`src/swmd_pkg.sv`:
```
package swmd_pkg;

    // Input opcodes, carried in the slave-side tuser
    localparam logic [1:0] OP_TICK     = 2'd0;
    localparam logic [1:0] OP_WOKE     = 2'd1;
    localparam logic [1:0] OP_RESTART  = 2'd2;
    localparam logic [1:0] OP_DEFERRED = 2'd3;

    // Configuration register indexes
    localparam logic [2:0] CFG_WINDOW_MS       = 3'd0;
    localparam logic [2:0] CFG_EVENT_THRESHOLD = 3'd1;
    localparam logic [2:0] CFG_PULSE_MS        = 3'd2;
    localparam logic [2:0] CFG_IDLE_TIMEOUT_MS = 3'd3;
    localparam logic [2:0] CFG_SLEEP_ENABLE    = 3'd4;

    // Defaults, applied when a register holds zero
    localparam logic [15:0] DEF_WINDOW_MS       = 16'd2000;
    localparam logic [5:0]  DEF_EVENT_THRESHOLD = 6'd3;
    localparam logic [15:0] DEF_PULSE_MS        = 16'd500;
    localparam logic [23:0] DEF_IDLE_TIMEOUT_MS = 24'd10000;

    // Green wake pulse length
    localparam logic [15:0] GREEN_PULSE_MS = 16'd150;

    // Per-cell control: move the neighbor's time in, or load a new time
    typedef struct packed {
        logic shift;
        logic load;
    } t_cell_ctl;

endpackage

```
`src/swmd_cell.sv`:
```
module swmd_cell
    import swmd_pkg::*;
#(
    parameter int TIME_BITS = 32
) (
    input  logic                 i_clk,
    input  t_cell_ctl            i_ctl,
    input  logic [TIME_BITS-1:0] i_load_time,
    input  logic [TIME_BITS-1:0] i_next_time,
    output logic [TIME_BITS-1:0] o_time
);

    logic [TIME_BITS-1:0] r_time;

    // Load wins over shift so a full-ring insert lands in the tail cell
    always_ff @(posedge i_clk) begin
        if (i_ctl.load) begin
            r_time <= i_load_time;
        end else if (i_ctl.shift) begin
            r_time <= i_next_time;
        end
    end

    assign o_time = r_time;

endmodule

```
`src/swmd_chain.sv`:
```
module swmd_chain
    import swmd_pkg::*;
#(
    parameter int EVENT_SLOTS = 32,
    parameter int TIME_BITS   = 32,
    parameter int IDX_BITS    = 5
) (
    input  logic                 i_clk,
    input  logic                 i_shift,
    input  logic                 i_load,
    input  logic [IDX_BITS-1:0]  i_load_idx,
    input  logic [TIME_BITS-1:0] i_load_time,
    output logic [TIME_BITS-1:0] o_head_time
);

    logic [TIME_BITS-1:0] w_time [EVENT_SLOTS];
    t_cell_ctl            w_ctl  [EVENT_SLOTS];

    genvar g;
    generate
        for (g = 0; g < EVENT_SLOTS; g++) begin : g_cell
            logic [TIME_BITS-1:0] w_next;

            // Decode the load slot; the tail cell has no neighbor to take from
            assign w_ctl[g].shift = i_shift;
            assign w_ctl[g].load  = i_load && (i_load_idx == IDX_BITS'(g));

            if (g == EVENT_SLOTS - 1) begin : g_tail
                assign w_next = w_time[g];
            end else begin : g_body
                assign w_next = w_time[g+1];
            end

            swmd_cell #(
                .TIME_BITS(TIME_BITS)
            ) u_cell (
                .i_clk      (i_clk),
                .i_ctl      (w_ctl[g]),
                .i_load_time(i_load_time),
                .i_next_time(w_next),
                .o_time     (w_time[g])
            );
        end
    endgenerate

    // Cell zero always holds the oldest stored time
    assign o_head_time = w_time[0];

endmodule

```
`src/sliding_window_motion_detector_core.sv`:
```
// Sliding-window motion detector. Interrupt times are kept oldest first in a
// row of EVENT_SLOTS cells that shift toward cell zero; a full row drops its
// oldest time when a new one comes in. A tick request (opcode 0) stores the
// interrupt when accepted, then evicts expired times at the head cell one at
// a time (at most EVENT_SLOTS of them), sees that the head is still in the
// window, and settles the latch, pulses and sleep request before the next
// request can be accepted. Wake, restart and defer requests finish in the
// cycle they are accepted. Results sit in an output register; a request is
// taken only when that register is free or being read. Configuration writes
// are always ready and a register of zero selects its default.
module sliding_window_motion_detector_core
    import swmd_pkg::*;
#(
    parameter int EVENT_SLOTS = 32,
    parameter int TIME_BITS   = 32
) (
    input  logic        i_clk,
    input  logic        i_rst_n,
    // slave side
    input  logic        i_s_tvalid,
    output logic        o_s_tready,
    input  logic [39:0] i_s_tdata,  // [31:0] now_ms, [32] irq_event, rest zero
    input  logic [1:0]  i_s_tuser,  // [1:0] opcode
    // master side
    output logic        o_m_tvalid,
    input  logic        i_m_tready,
    output logic [15:0] o_m_tdata,  // [5:0] window_count, [6] detect_fired,
                                    // [7] red_on, [8] green_on,
                                    // [9] sleep_request, rest zero
    // configuration
    input  logic        i_cfg_valid,
    output logic        o_cfg_ready,
    input  logic [2:0]  i_cfg_index,
    input  logic [23:0] i_cfg_data
);

    localparam int IDX_BITS = (EVENT_SLOTS > 1) ? $clog2(EVENT_SLOTS) : 1;
    localparam int CNT_BITS = $clog2(EVENT_SLOTS + 1);
    localparam int CMP_BITS = (CNT_BITS > 6) ? CNT_BITS : 6;
    localparam int NOW_EXT  = (TIME_BITS > 32) ? TIME_BITS : 32;
    localparam int TO_BITS  = (TIME_BITS > 24) ? TIME_BITS : 24;

    localparam logic [1:0] S_IDLE   = 2'd0;
    localparam logic [1:0] S_EVICT  = 2'd1;
    localparam logic [1:0] S_FINISH = 2'd2;

    // Configuration registers
    logic [15:0] r_window_ms;
    logic [5:0]  r_threshold;
    logic [15:0] r_pulse_ms;
    logic [23:0] r_idle_timeout;
    logic        r_sleep_en;

    // Control and detector state
    logic [1:0]           r_state,      n_state;
    logic [CNT_BITS-1:0]  r_count,      n_count;
    logic                 r_latch,      n_latch;
    logic [TIME_BITS-1:0] r_last_det,   n_last_det;
    logic [TIME_BITS-1:0] r_red_end,    n_red_end;
    logic                 r_red,        n_red;
    logic [TIME_BITS-1:0] r_green_end,  n_green_end;
    logic                 r_green,      n_green;
    logic [TIME_BITS-1:0] r_now,        n_now;
    logic                 r_out_valid,  n_out_valid;
    logic [15:0]          r_out_data,   n_out_data;

    logic                 w_accept;
    logic [NOW_EXT-1:0]   w_now_ext;
    logic [TIME_BITS-1:0] w_now;
    logic                 w_irq;
    logic [TIME_BITS-1:0] w_head_time;
    logic [TIME_BITS-1:0] w_win;
    logic [TIME_BITS-1:0] w_pulse;
    logic [CMP_BITS-1:0]  w_thr;
    logic [TO_BITS-1:0]   w_timeout;
    logic                 w_full;
    logic                 w_evict;
    logic                 w_shift;
    logic                 w_load;
    logic [IDX_BITS-1:0]  w_load_idx;
    logic                 w_fired;
    logic                 w_sleep_req;

    assign w_accept  = i_s_tvalid && o_s_tready;
    assign w_now_ext = NOW_EXT'(i_s_tdata[31:0]);
    assign w_now     = w_now_ext[TIME_BITS-1:0];
    assign w_irq     = i_s_tdata[32];

    // Pick defaults for zero registers
    assign w_win     = TIME_BITS'((r_window_ms == '0) ? DEF_WINDOW_MS : r_window_ms);
    assign w_pulse   = TIME_BITS'((r_pulse_ms == '0) ? DEF_PULSE_MS : r_pulse_ms);
    assign w_thr     = CMP_BITS'((r_threshold == '0) ? DEF_EVENT_THRESHOLD : r_threshold);
    assign w_timeout = TO_BITS'((r_idle_timeout == '0) ? DEF_IDLE_TIMEOUT_MS
                                                       : r_idle_timeout);

    assign w_full     = (r_count == CNT_BITS'(EVENT_SLOTS));
    assign w_evict    = (r_state == S_EVICT) && (r_count != '0)
                     && ((r_now - w_head_time) > w_win);
    assign w_load     = w_accept && (i_s_tuser == OP_TICK) && w_irq;
    assign w_shift    = (w_load && w_full) || w_evict;
    assign w_load_idx = w_full ? IDX_BITS'(EVENT_SLOTS - 1) : r_count[IDX_BITS-1:0];

    swmd_chain #(
        .EVENT_SLOTS(EVENT_SLOTS),
        .TIME_BITS  (TIME_BITS),
        .IDX_BITS   (IDX_BITS)
    ) u_chain (
        .i_clk      (i_clk),
        .i_shift    (w_shift),
        .i_load     (w_load),
        .i_load_idx (w_load_idx),
        .i_load_time(w_now),
        .o_head_time(w_head_time)
    );

    // Request and result control
    always_comb begin
        logic [CMP_BITS-1:0] v_count;
        logic [TO_BITS-1:0]  v_idle;
        n_state     = r_state;
        n_count     = r_count;
        n_latch     = r_latch;
        n_last_det  = r_last_det;
        n_red_end   = r_red_end;
        n_red       = r_red;
        n_green_end = r_green_end;
        n_green     = r_green;
        n_now       = r_now;
        n_out_valid = r_out_valid;
        n_out_data  = r_out_data;
        w_fired     = 1'b0;
        w_sleep_req = 1'b0;
        v_count     = CMP_BITS'(r_count);
        v_idle      = '0;

        // Drop the result once taken
        if (r_out_valid && i_m_tready) begin
            n_out_valid = 1'b0;
        end

        unique case (r_state)
            S_IDLE: begin
                if (w_accept) begin
                    n_now = w_now;
                    unique case (i_s_tuser)
                        OP_TICK: begin
                            if (w_irq && !w_full) begin
                                n_count = r_count + CNT_BITS'(1);
                            end
                            n_state = S_EVICT;
                        end
                        OP_WOKE: begin
                            n_last_det  = w_now;
                            n_count     = '0;
                            n_latch     = 1'b0;
                            n_red       = 1'b0;
                            n_green     = 1'b1;
                            n_green_end = w_now + TIME_BITS'(GREEN_PULSE_MS);
                        end
                        OP_RESTART: begin
                            n_last_det = w_now;
                            n_count    = '0;
                            n_latch    = 1'b0;
                        end
                        default: begin
                            n_last_det = w_now;
                        end
                    endcase
                    if (i_s_tuser != OP_TICK) begin
                        v_count     = CMP_BITS'(n_count);
                        n_out_valid = 1'b1;
                        n_out_data  = {6'd0, 1'b0, n_green, n_red, 1'b0, v_count[5:0]};
                    end
                end
            end
            S_EVICT: begin
                // Advance the row one slot per expired head
                if (w_evict) begin
                    n_count = r_count - CNT_BITS'(1);
                end else begin
                    n_state = S_FINISH;
                end
            end
            S_FINISH: begin
                if (v_count >= w_thr) begin
                    if (!r_latch) begin
                        n_latch    = 1'b1;
                        n_last_det = r_now;
                        n_red      = 1'b1;
                        n_red_end  = r_now + w_pulse;
                        w_fired    = 1'b1;
                    end
                end else begin
                    n_latch = 1'b0;
                end
                if (n_red && (r_now >= n_red_end)) begin
                    n_red = 1'b0;
                end
                if (r_green && (r_now >= r_green_end)) begin
                    n_green = 1'b0;
                end
                v_idle = TO_BITS'(TIME_BITS'(r_now - n_last_det));
                if (r_sleep_en && (v_idle >= w_timeout)) begin
                    w_sleep_req = 1'b1;
                end
                n_out_valid = 1'b1;
                n_out_data  = {6'd0, w_sleep_req, n_green, n_red, w_fired, v_count[5:0]};
                n_state     = S_IDLE;
            end
            default: begin
                n_state = S_IDLE;
            end
        endcase
    end

    always_ff @(posedge i_clk) begin
        if (!i_rst_n) begin
            r_state     <= S_IDLE;
            r_count     <= '0;
            r_latch     <= 1'b0;
            r_last_det  <= '0;
            r_red_end   <= '0;
            r_red       <= 1'b0;
            r_green_end <= '0;
            r_green     <= 1'b0;
            r_out_valid <= 1'b0;
        end else begin
            r_state     <= n_state;
            r_count     <= n_count;
            r_latch     <= n_latch;
            r_last_det  <= n_last_det;
            r_red_end   <= n_red_end;
            r_red       <= n_red;
            r_green_end <= n_green_end;
            r_green     <= n_green;
            r_out_valid <= n_out_valid;
        end
    end

    // Payload registers
    always_ff @(posedge i_clk) begin
        r_now      <= n_now;
        r_out_data <= n_out_data;
    end

    // Configuration writes
    always_ff @(posedge i_clk) begin
        if (!i_rst_n) begin
            r_window_ms    <= DEF_WINDOW_MS;
            r_threshold    <= DEF_EVENT_THRESHOLD;
            r_pulse_ms     <= DEF_PULSE_MS;
            r_idle_timeout <= DEF_IDLE_TIMEOUT_MS;
            r_sleep_en     <= 1'b0;
        end else if (i_cfg_valid) begin
            unique case (i_cfg_index)
                CFG_WINDOW_MS:       r_window_ms    <= i_cfg_data[15:0];
                CFG_EVENT_THRESHOLD: r_threshold    <= i_cfg_data[5:0];
                CFG_PULSE_MS:        r_pulse_ms     <= i_cfg_data[15:0];
                CFG_IDLE_TIMEOUT_MS: r_idle_timeout <= i_cfg_data;
                CFG_SLEEP_ENABLE:    r_sleep_en     <= i_cfg_data[0];
                default: ;
            endcase
        end
    end

    assign o_s_tready  = (r_state == S_IDLE) && (!r_out_valid || i_m_tready);
    assign o_cfg_ready = 1'b1;
    assign o_m_tvalid  = r_out_valid;
    assign o_m_tdata   = r_out_data;

endmodule
```
`config.mk`:
```
export PLATFORM = sky130hd
export DESIGN_NAME = sliding_window_motion_detector_core
export DESIGN_NICKNAME = d
export VERILOG_FILES = /design/src/swmd_pkg.sv /design/src/swmd_cell.sv /design/src/swmd_chain.sv /design/src/sliding_window_motion_detector_core.sv
export SDC_FILE = /design/constraint.sdc
export NUM_CORES = 2
export LEC_CHECK = 0
export ABC_AREA = 1
export BUFFER_PORTS_ARGS = -buffer_cell sky130_fd_sc_hd__buf_2
export CAP_MARGIN = 15
export CELL_PAD_IN_SITES_DETAIL_PLACEMENT = 1
export CELL_PAD_IN_SITES_GLOBAL_PLACEMENT = 2
export CORE_MARGIN = 1
export CORE_UTILIZATION = 37
export DETAILED_ROUTE_END_ITERATION = 6
export GPL_TIMING_DRIVEN = 0
export PLACE_DENSITY_LB_ADDON = 0.1
export SLEW_MARGIN = 10
export SYNTH_ARGS = -nofsm -noshare
export SYNTH_HDL_FRONTEND = slang
export SYNTH_SLANG_ARGS = --single-unit
```
`constraint.sdc`:
```
create_clock -name i_clk -period 4.25 [get_ports i_clk]
set_input_delay 0.85 -clock i_clk [delete_from_list [all_inputs] [get_ports i_clk]]
set_output_delay 0.85 -clock i_clk [all_outputs]
set_load 0.02 [all_outputs]
```
Word-level counts from Yosys, hierarchy flattened --
Cells that the tools add are included.
Word-level totals: register bits after elaboration 1243, bits of input ports 74, logic and storage cells 321
Operators by class: reduce and logical (&&, ||, !) cells 105, equality and inequality tests 47, mux-type cells 110, order comparisons 5, $add $sub $neg 6
Operator list (count):
- two-way mux 32 bit | 70
- == test 5 bit, second input constant | 16
- nonzero test 2 bit | 34
- greater-or-equal comparator 32 bit | 2
- two-way mux 16 bit | 4
- case mux 32 bit (2 select lines) | 1
- subtractor 32 bit | 2
- logical AND 1 bit | 44
- == test 5 x 4 -> 1 bit, second input constant | 8
- adder 32 x 16 -> 32 bit | 1
- adder 32 x 8 -> 32 bit, second input constant | 1
- greater-or-equal comparator 32 x 24 -> 1 bit | 1
- greater-than comparator 32 x 16 -> 1 bit | 1
- logical NOT 16 bit | 2
- case mux 16 bit (2 select lines) | 1
- logical NOT 24 bit | 1
- two-way mux 24 bit | 1
- two-way mux 6 bit | 4
- case mux 6 bit (2 select lines) | 2
- == test 5 x 3 -> 1 bit, second input constant | 4
- two-way mux 1 bit | 18
- AND reduction 3 bit | 6
- != test 2 bit, second input constant | 7
- AND reduction 2 bit | 7
- 23 further kinds | 35

Depth between registers and ports, before layout --
depth after elaboration 10, mapped depth 42, depth with buffers taken out 39

Modules after synthesis --
A second synthesis with hierarchy kept.
Second synthesis, totals: cells, all modules 7049, area, all modules 62742.7 µm²
By module, submodules not included:
- swmd_cell | area each 1401.3 µm², cells an instance 137, instances 32
- sliding_window_motion_detector_core | area each 17633.2 µm², cells an instance 2598, instances 1
- swmd_chain | area each 266.5 µm², cells an instance 67, instances 1

Worst setup path before layout --
No wires, ideal clock.
path kind register -> register, from reg r_threshold[1], to reg r_out_data[9] (netlist: o_m_tdata[9]) (data pin), required time 3.993 ns, stages on the path, launching flop included 39, setup time 0.257 ns, slack -0.440 ns, data arrival time 4.434 ns, cell sequence dfxtp_1 > nor4_1 > nand3_1 > nand2_1 > inv_1 > ha_1 > nand2_1 > nand2_1 > nand2_1 > nand2_2 > nand2_4 > buf_2 > inv_1 > buf_2 > buf_1 > nand2_1 > nand2_1 > inv_1 > (+3 left out) > nand2_1 > nor2_1 > nand2_1 > nand3_1 > nand3_1 > nand2_1 > xor2_1 > ha_1 > a21oi_1 > o21ai_0 > a31oi_1 > o21ai_0 > a21oi_1 > nand2_1 > nor2_1 > nand3_1 > nor2_1 > a21oi_1
On the way: cells in the longest elaborated chain, start to end 10
Ends and longest elaborated chain:
- start, declared | RTL line sliding_window_motion_detector_core.sv:49 | logic [5:0] r_threshold;
- start signal, assigned | RTL line sliding_window_motion_detector_core.sv:257 | CFG_EVENT_THRESHOLD: r_threshold <= i_cfg_data[5:0];
- logical NOT 6 bit | RTL line sliding_window_motion_detector_core.sv:92 | assign w_thr = CMP_BITS'((r_threshold == '0) ? DEF_EVENT_THRESHOLD : r_threshold);
- two-way mux 6 bit * | RTL line sliding_window_motion_detector_core.sv:92
- greater-or-equal comparator 6 bit * | RTL line sliding_window_motion_detector_core.sv:185 | if (v_count >= w_thr) begin
- two-way mux 32 bit * | RTL line sliding_window_motion_detector_core.sv:185
- two-way mux 32 bit * | RTL line sliding_window_motion_detector_core.sv:141 | unique case (r_state)
- subtractor 32 bit * | RTL line sliding_window_motion_detector_core.sv:202 | v_idle = TO_BITS'(TIME_BITS'(r_now - n_last_det));
- greater-or-equal comparator 32 x 24 -> 1 bit * | RTL line sliding_window_motion_detector_core.sv:203 | if (r_sleep_en && (v_idle >= w_timeout)) begin
- logical AND 1 bit * | RTL line sliding_window_motion_detector_core.sv:203
- two-way mux 1 bit * | RTL line sliding_window_motion_detector_core.sv:203
- case mux 16 bit (2 select lines) * | RTL line sliding_window_motion_detector_core.sv:141
- end signal, assigned | RTL line sliding_window_motion_detector_core.sv:243 | r_out_data <= n_out_data;
- end, declared | RTL line sliding_window_motion_detector_core.sv:65 | logic [15:0] r_out_data, n_out_data;
Every way passes the cells marked *; elsewhere a longest branch is shown, timed or not. The select of a mux whose other input is x is not followed. A chain may end at the register's enable or synchronous reset.

Worst setup path after layout --
from reg r_count[4], to reg r_out_data[9] (netlist: o_m_tdata[9]) (data pin)
On the way: cells in the longest elaborated chain, start to end 8
Ends and longest elaborated chain:
- start, declared | RTL line sliding_window_motion_detector_core.sv:56 | logic [CNT_BITS-1:0] r_count, n_count;
- start signal, assigned | RTL line sliding_window_motion_detector_core.sv:229 | r_count <= n_count;
- greater-or-equal comparator 6 bit | RTL line sliding_window_motion_detector_core.sv:185
- two-way mux 32 bit | RTL line sliding_window_motion_detector_core.sv:185
- two-way mux 32 bit | RTL line sliding_window_motion_detector_core.sv:141
- subtractor 32 bit | RTL line sliding_window_motion_detector_core.sv:202
- greater-or-equal comparator 32 x 24 -> 1 bit | RTL line sliding_window_motion_detector_core.sv:203
- logical AND 1 bit | RTL line sliding_window_motion_detector_core.sv:203
- two-way mux 1 bit | RTL line sliding_window_motion_detector_core.sv:203
- case mux 16 bit (2 select lines) | RTL line sliding_window_motion_detector_core.sv:141
No other way between the ends. The select of a mux whose other input is x is not followed.

==> impl_metrics.yaml <==
run_status:
  outcome: "finished, violations left"
  violations: "negative setup slack"
cells_and_area:
  final_layout_size_suffix_gt1_share_pct: 14.6
  nFillCells: 17500
  multi_input_area_mm2: 0.0216
  finalInstanceArea_mm2: 0.0705
  final_cell_mix: "nand2_1, edfxtp_1, o21ai_0, inv_1, clkbuf_1"
  area_growth_pct: 20.2
  stdcell_count: 8662
  regArea_mm2: 0.0354
  final_net_count: 6751
  final_common_cell: "nand2_1"
synth:
  ys_ff_latch: 1237
  synth_ff_type: "edfxtp_1"
  yosysUniqueCellTypes: 62
  netlist_area_mm2: 0.0586
  yosysSeqAreaShare_pct: 60.4
  async_flop_share_pct: 0
  synth_edf_count: 1066
  postSynthCellCount: 5993
  yosys_warnings: 0
  syn_avg_cell_area_um2: 9.78
clock_tree:
  numCtsBuffers: 145
  cts_root_buf: "clkbuf_16"
  htreeDepth: 4
  path_clk_slew_ns: 0.06
  cts_max_path_buffers: 3
  cts.sinks: 1237
  cts_tree: "built"
  clk-insertion-delay-late_ns: 0.80
critical_path:
  crit_path_start_kind: "register"
  critical_path.slowest_cell: "dfxtp_1"
  rr_startpoint: "r_count[4]"
  worstSetupEndpointType: "register"
  critPathLaunch: "r_count[4]"
  cp_data_arrival_time_ns: 5.50
  cp.required_ns: 4.78
  crit_fanout: 8
  max_stage_delay_ns: 0.58
  criticalPathCategory: "reg2reg"
route:
  drt-total-wl_um: 209000
  drt-initial-drc-count: 3006
  vias: 45800
  viasPerCell: 5.29
  drc_errors: 0
  ant_nets: 0
  dr.pass1.iters: 7
  wl_per_cell_um: 24.1
sta:
  final-hold-violation-count: 0
  period_share_pct: 117
  slew_viol_final: 0
  rsz0062_at_grt: "true"
  tightest_slew_ns: 1.15
  fin_hold_ws_ns: 0.305
  clock_skew_ns: 0.0519
  setup_tns_ns: -218.50
  relSlewSlack_pct: 23.4
  fmax_mhz: 201
  setup_viol: 964
  setup_ws_ns: -0.720
  fin_crit_ns: 4.97
global_route:
  grtUsageTotal_pct: 25.6
  antenna_found_initial: 12
  grt_pass1_wl_um: 302000
  grt_max_degree: 33
  grt_pass1_vias: 46300
  overflow: 0
floorplan:
  die_area_mm2: 0.160
  fp.dieW_um: 400
  io_pins: 93
  die_h_um: 400
  coreArea_mm2: 0.157
  initial_core_util_pct: 37.4
  rows: 145
place:
  io_buffers: 77
  place.gp.congestion: 0.879
  dp.cells: 8158
  post-place-ws_ns: -1.45
  place_area_mm2: 0.0621
  place.detailed.hpwl_um: 149000
pwr:
  powerDensity_mw_per_mm2: 433
  irDropWorstVdd_mv: 0.397
  power_leakage_nw: 27.5
flow_run:
  cap_violations: 0
hold_path:
  hold_path.class: "in2reg"
  worstHoldStart: "i_s_tdata[26]"
==> metal layers <==
layer / track usage (%) / up-vias / wire [µm]
met5: 0 / - / 39
met4: 9.72 / 6 / 8390
met3: 3.62 / 315 / 9240
met2: 42.2 / 1000 / 99700
met1: 33.9 / 22800 / 91700
li1: - / 21700 / -
==> Yosys cell counts (74+ instances only) <==
| cell type | instances | area share (%) |
|---|---|---|
| nand2_1 | 1425 | 9.1 |
| edfxtp_1 | 1066 | 55 |
| clkbuf_1 | 285 | 1.8 |
| buf_2 | 74 | 0.63 |
| nand3_1 | 113 | 0.96 |
| o21ai_1 | 96 | 0.82 |
| nor2_1 | 326 | 2.1 |
| dfxtp_1 | 171 | 5.8 |
| o21ai_0 | 1045 | 8.9 |
| a21oi_1 | 317 | 2.7 |
| inv_1 | 417 | 2.7 |
| ha_1 | 193 | 4.1 |
==> where the power goes <==
part / leakage [nW] / internal [mW] / switching (mW)
sequential: 11.0 / 13.4 / 0.207
clock: 2.24 / 6.97 / 5.35
combinational: 14.3 / 1.69 / 2.90
==> flip-flops by register name (all words and copies together), names as in the netlist, 10 cells and up <==
name,flops
r_window_ms,16
r_now,32
u_chain.g_cell.u_cell.o_time,1024
r_idle_timeout,24
o_m_tdata,10
r_pulse_ms,16
r_red_end,32
r_green_end,32
r_last_det,32
==> cells by family (layout without fill, tap and decap cells) <==
group | after synthesis | after routing | share of synthesized area, %
buf+inv | 830 | 1399 | 5.56
compound gates | 1590 | 1591 | 14.2
mux | 10 | 10 | 0.171
flops | 1237 | 1237 | 60.4
other cells | 2 | 14 | 0.0128
fa+ha+maj | 195 | 195 | 4.19
xor+xnor | 85 | 85 | 1.27
simple gates | 2044 | 2073 | 14.1
==> cell type report <==
type	count	share of cell area (%)
clock buffers	184	5.40
repair buffers	309	4.01
flip-flops and latches	1237	50.3
well taps	2058	3.65
plain buffers	378	2.40
diodes	7	0.0249
inverters	450	2.43
multi-input cells	3961	30.6
clock inverters	78	1.18
==> stage by stage <==
step / total power [mW] / util (%)
6_report: 30.5 / 45.0
5_1_grt: 31.7 / 45.0
4_1_cts: 30.4 / 43.9
3_5_place_dp: 17.6 / 39.6
3_3_place_gp: 17.5 / 39.4
2_1_floorplan: 16.1 / -
==> worst paths after layout <==
kind / endpoint / slack, ns / cells after the start
worst max register to register: o_m_tdata[9] / -0.72 / 29
worst max-delay path: o_m_tdata[9] / -0.72 / 29
worst min-delay path: u_chain.g_cell[31].u_cell.o_time[26] / 0.31 / 1
worst min register to register: r_red_end[0] / 0.48 / 2
==> timing repair <==
action                     in CTS  in global routing
pin swaps                      67                 99
setup endpoints to repair    1003               1002
cloned                         12                 31
hold buffers                    0                  0
setup buffers                 107                 87
gates resized for setup       231                157
==> critical path, delay by kind of cell (launching register included) <==
kind / cells / cell delay [ns]
AOI/OAI and AO/OA: 6 / 0.99
xor gates and xnor gates: 1 / 0.14
adders and majority gates: 3 / 0.90
buffers and inverters: 6 / 0.67
DFF: 1 / 0.58
muxes: 1 / 0.31
and+or+nand+nor: 12 / 1.09
Power figures use the tool's default switching activity.
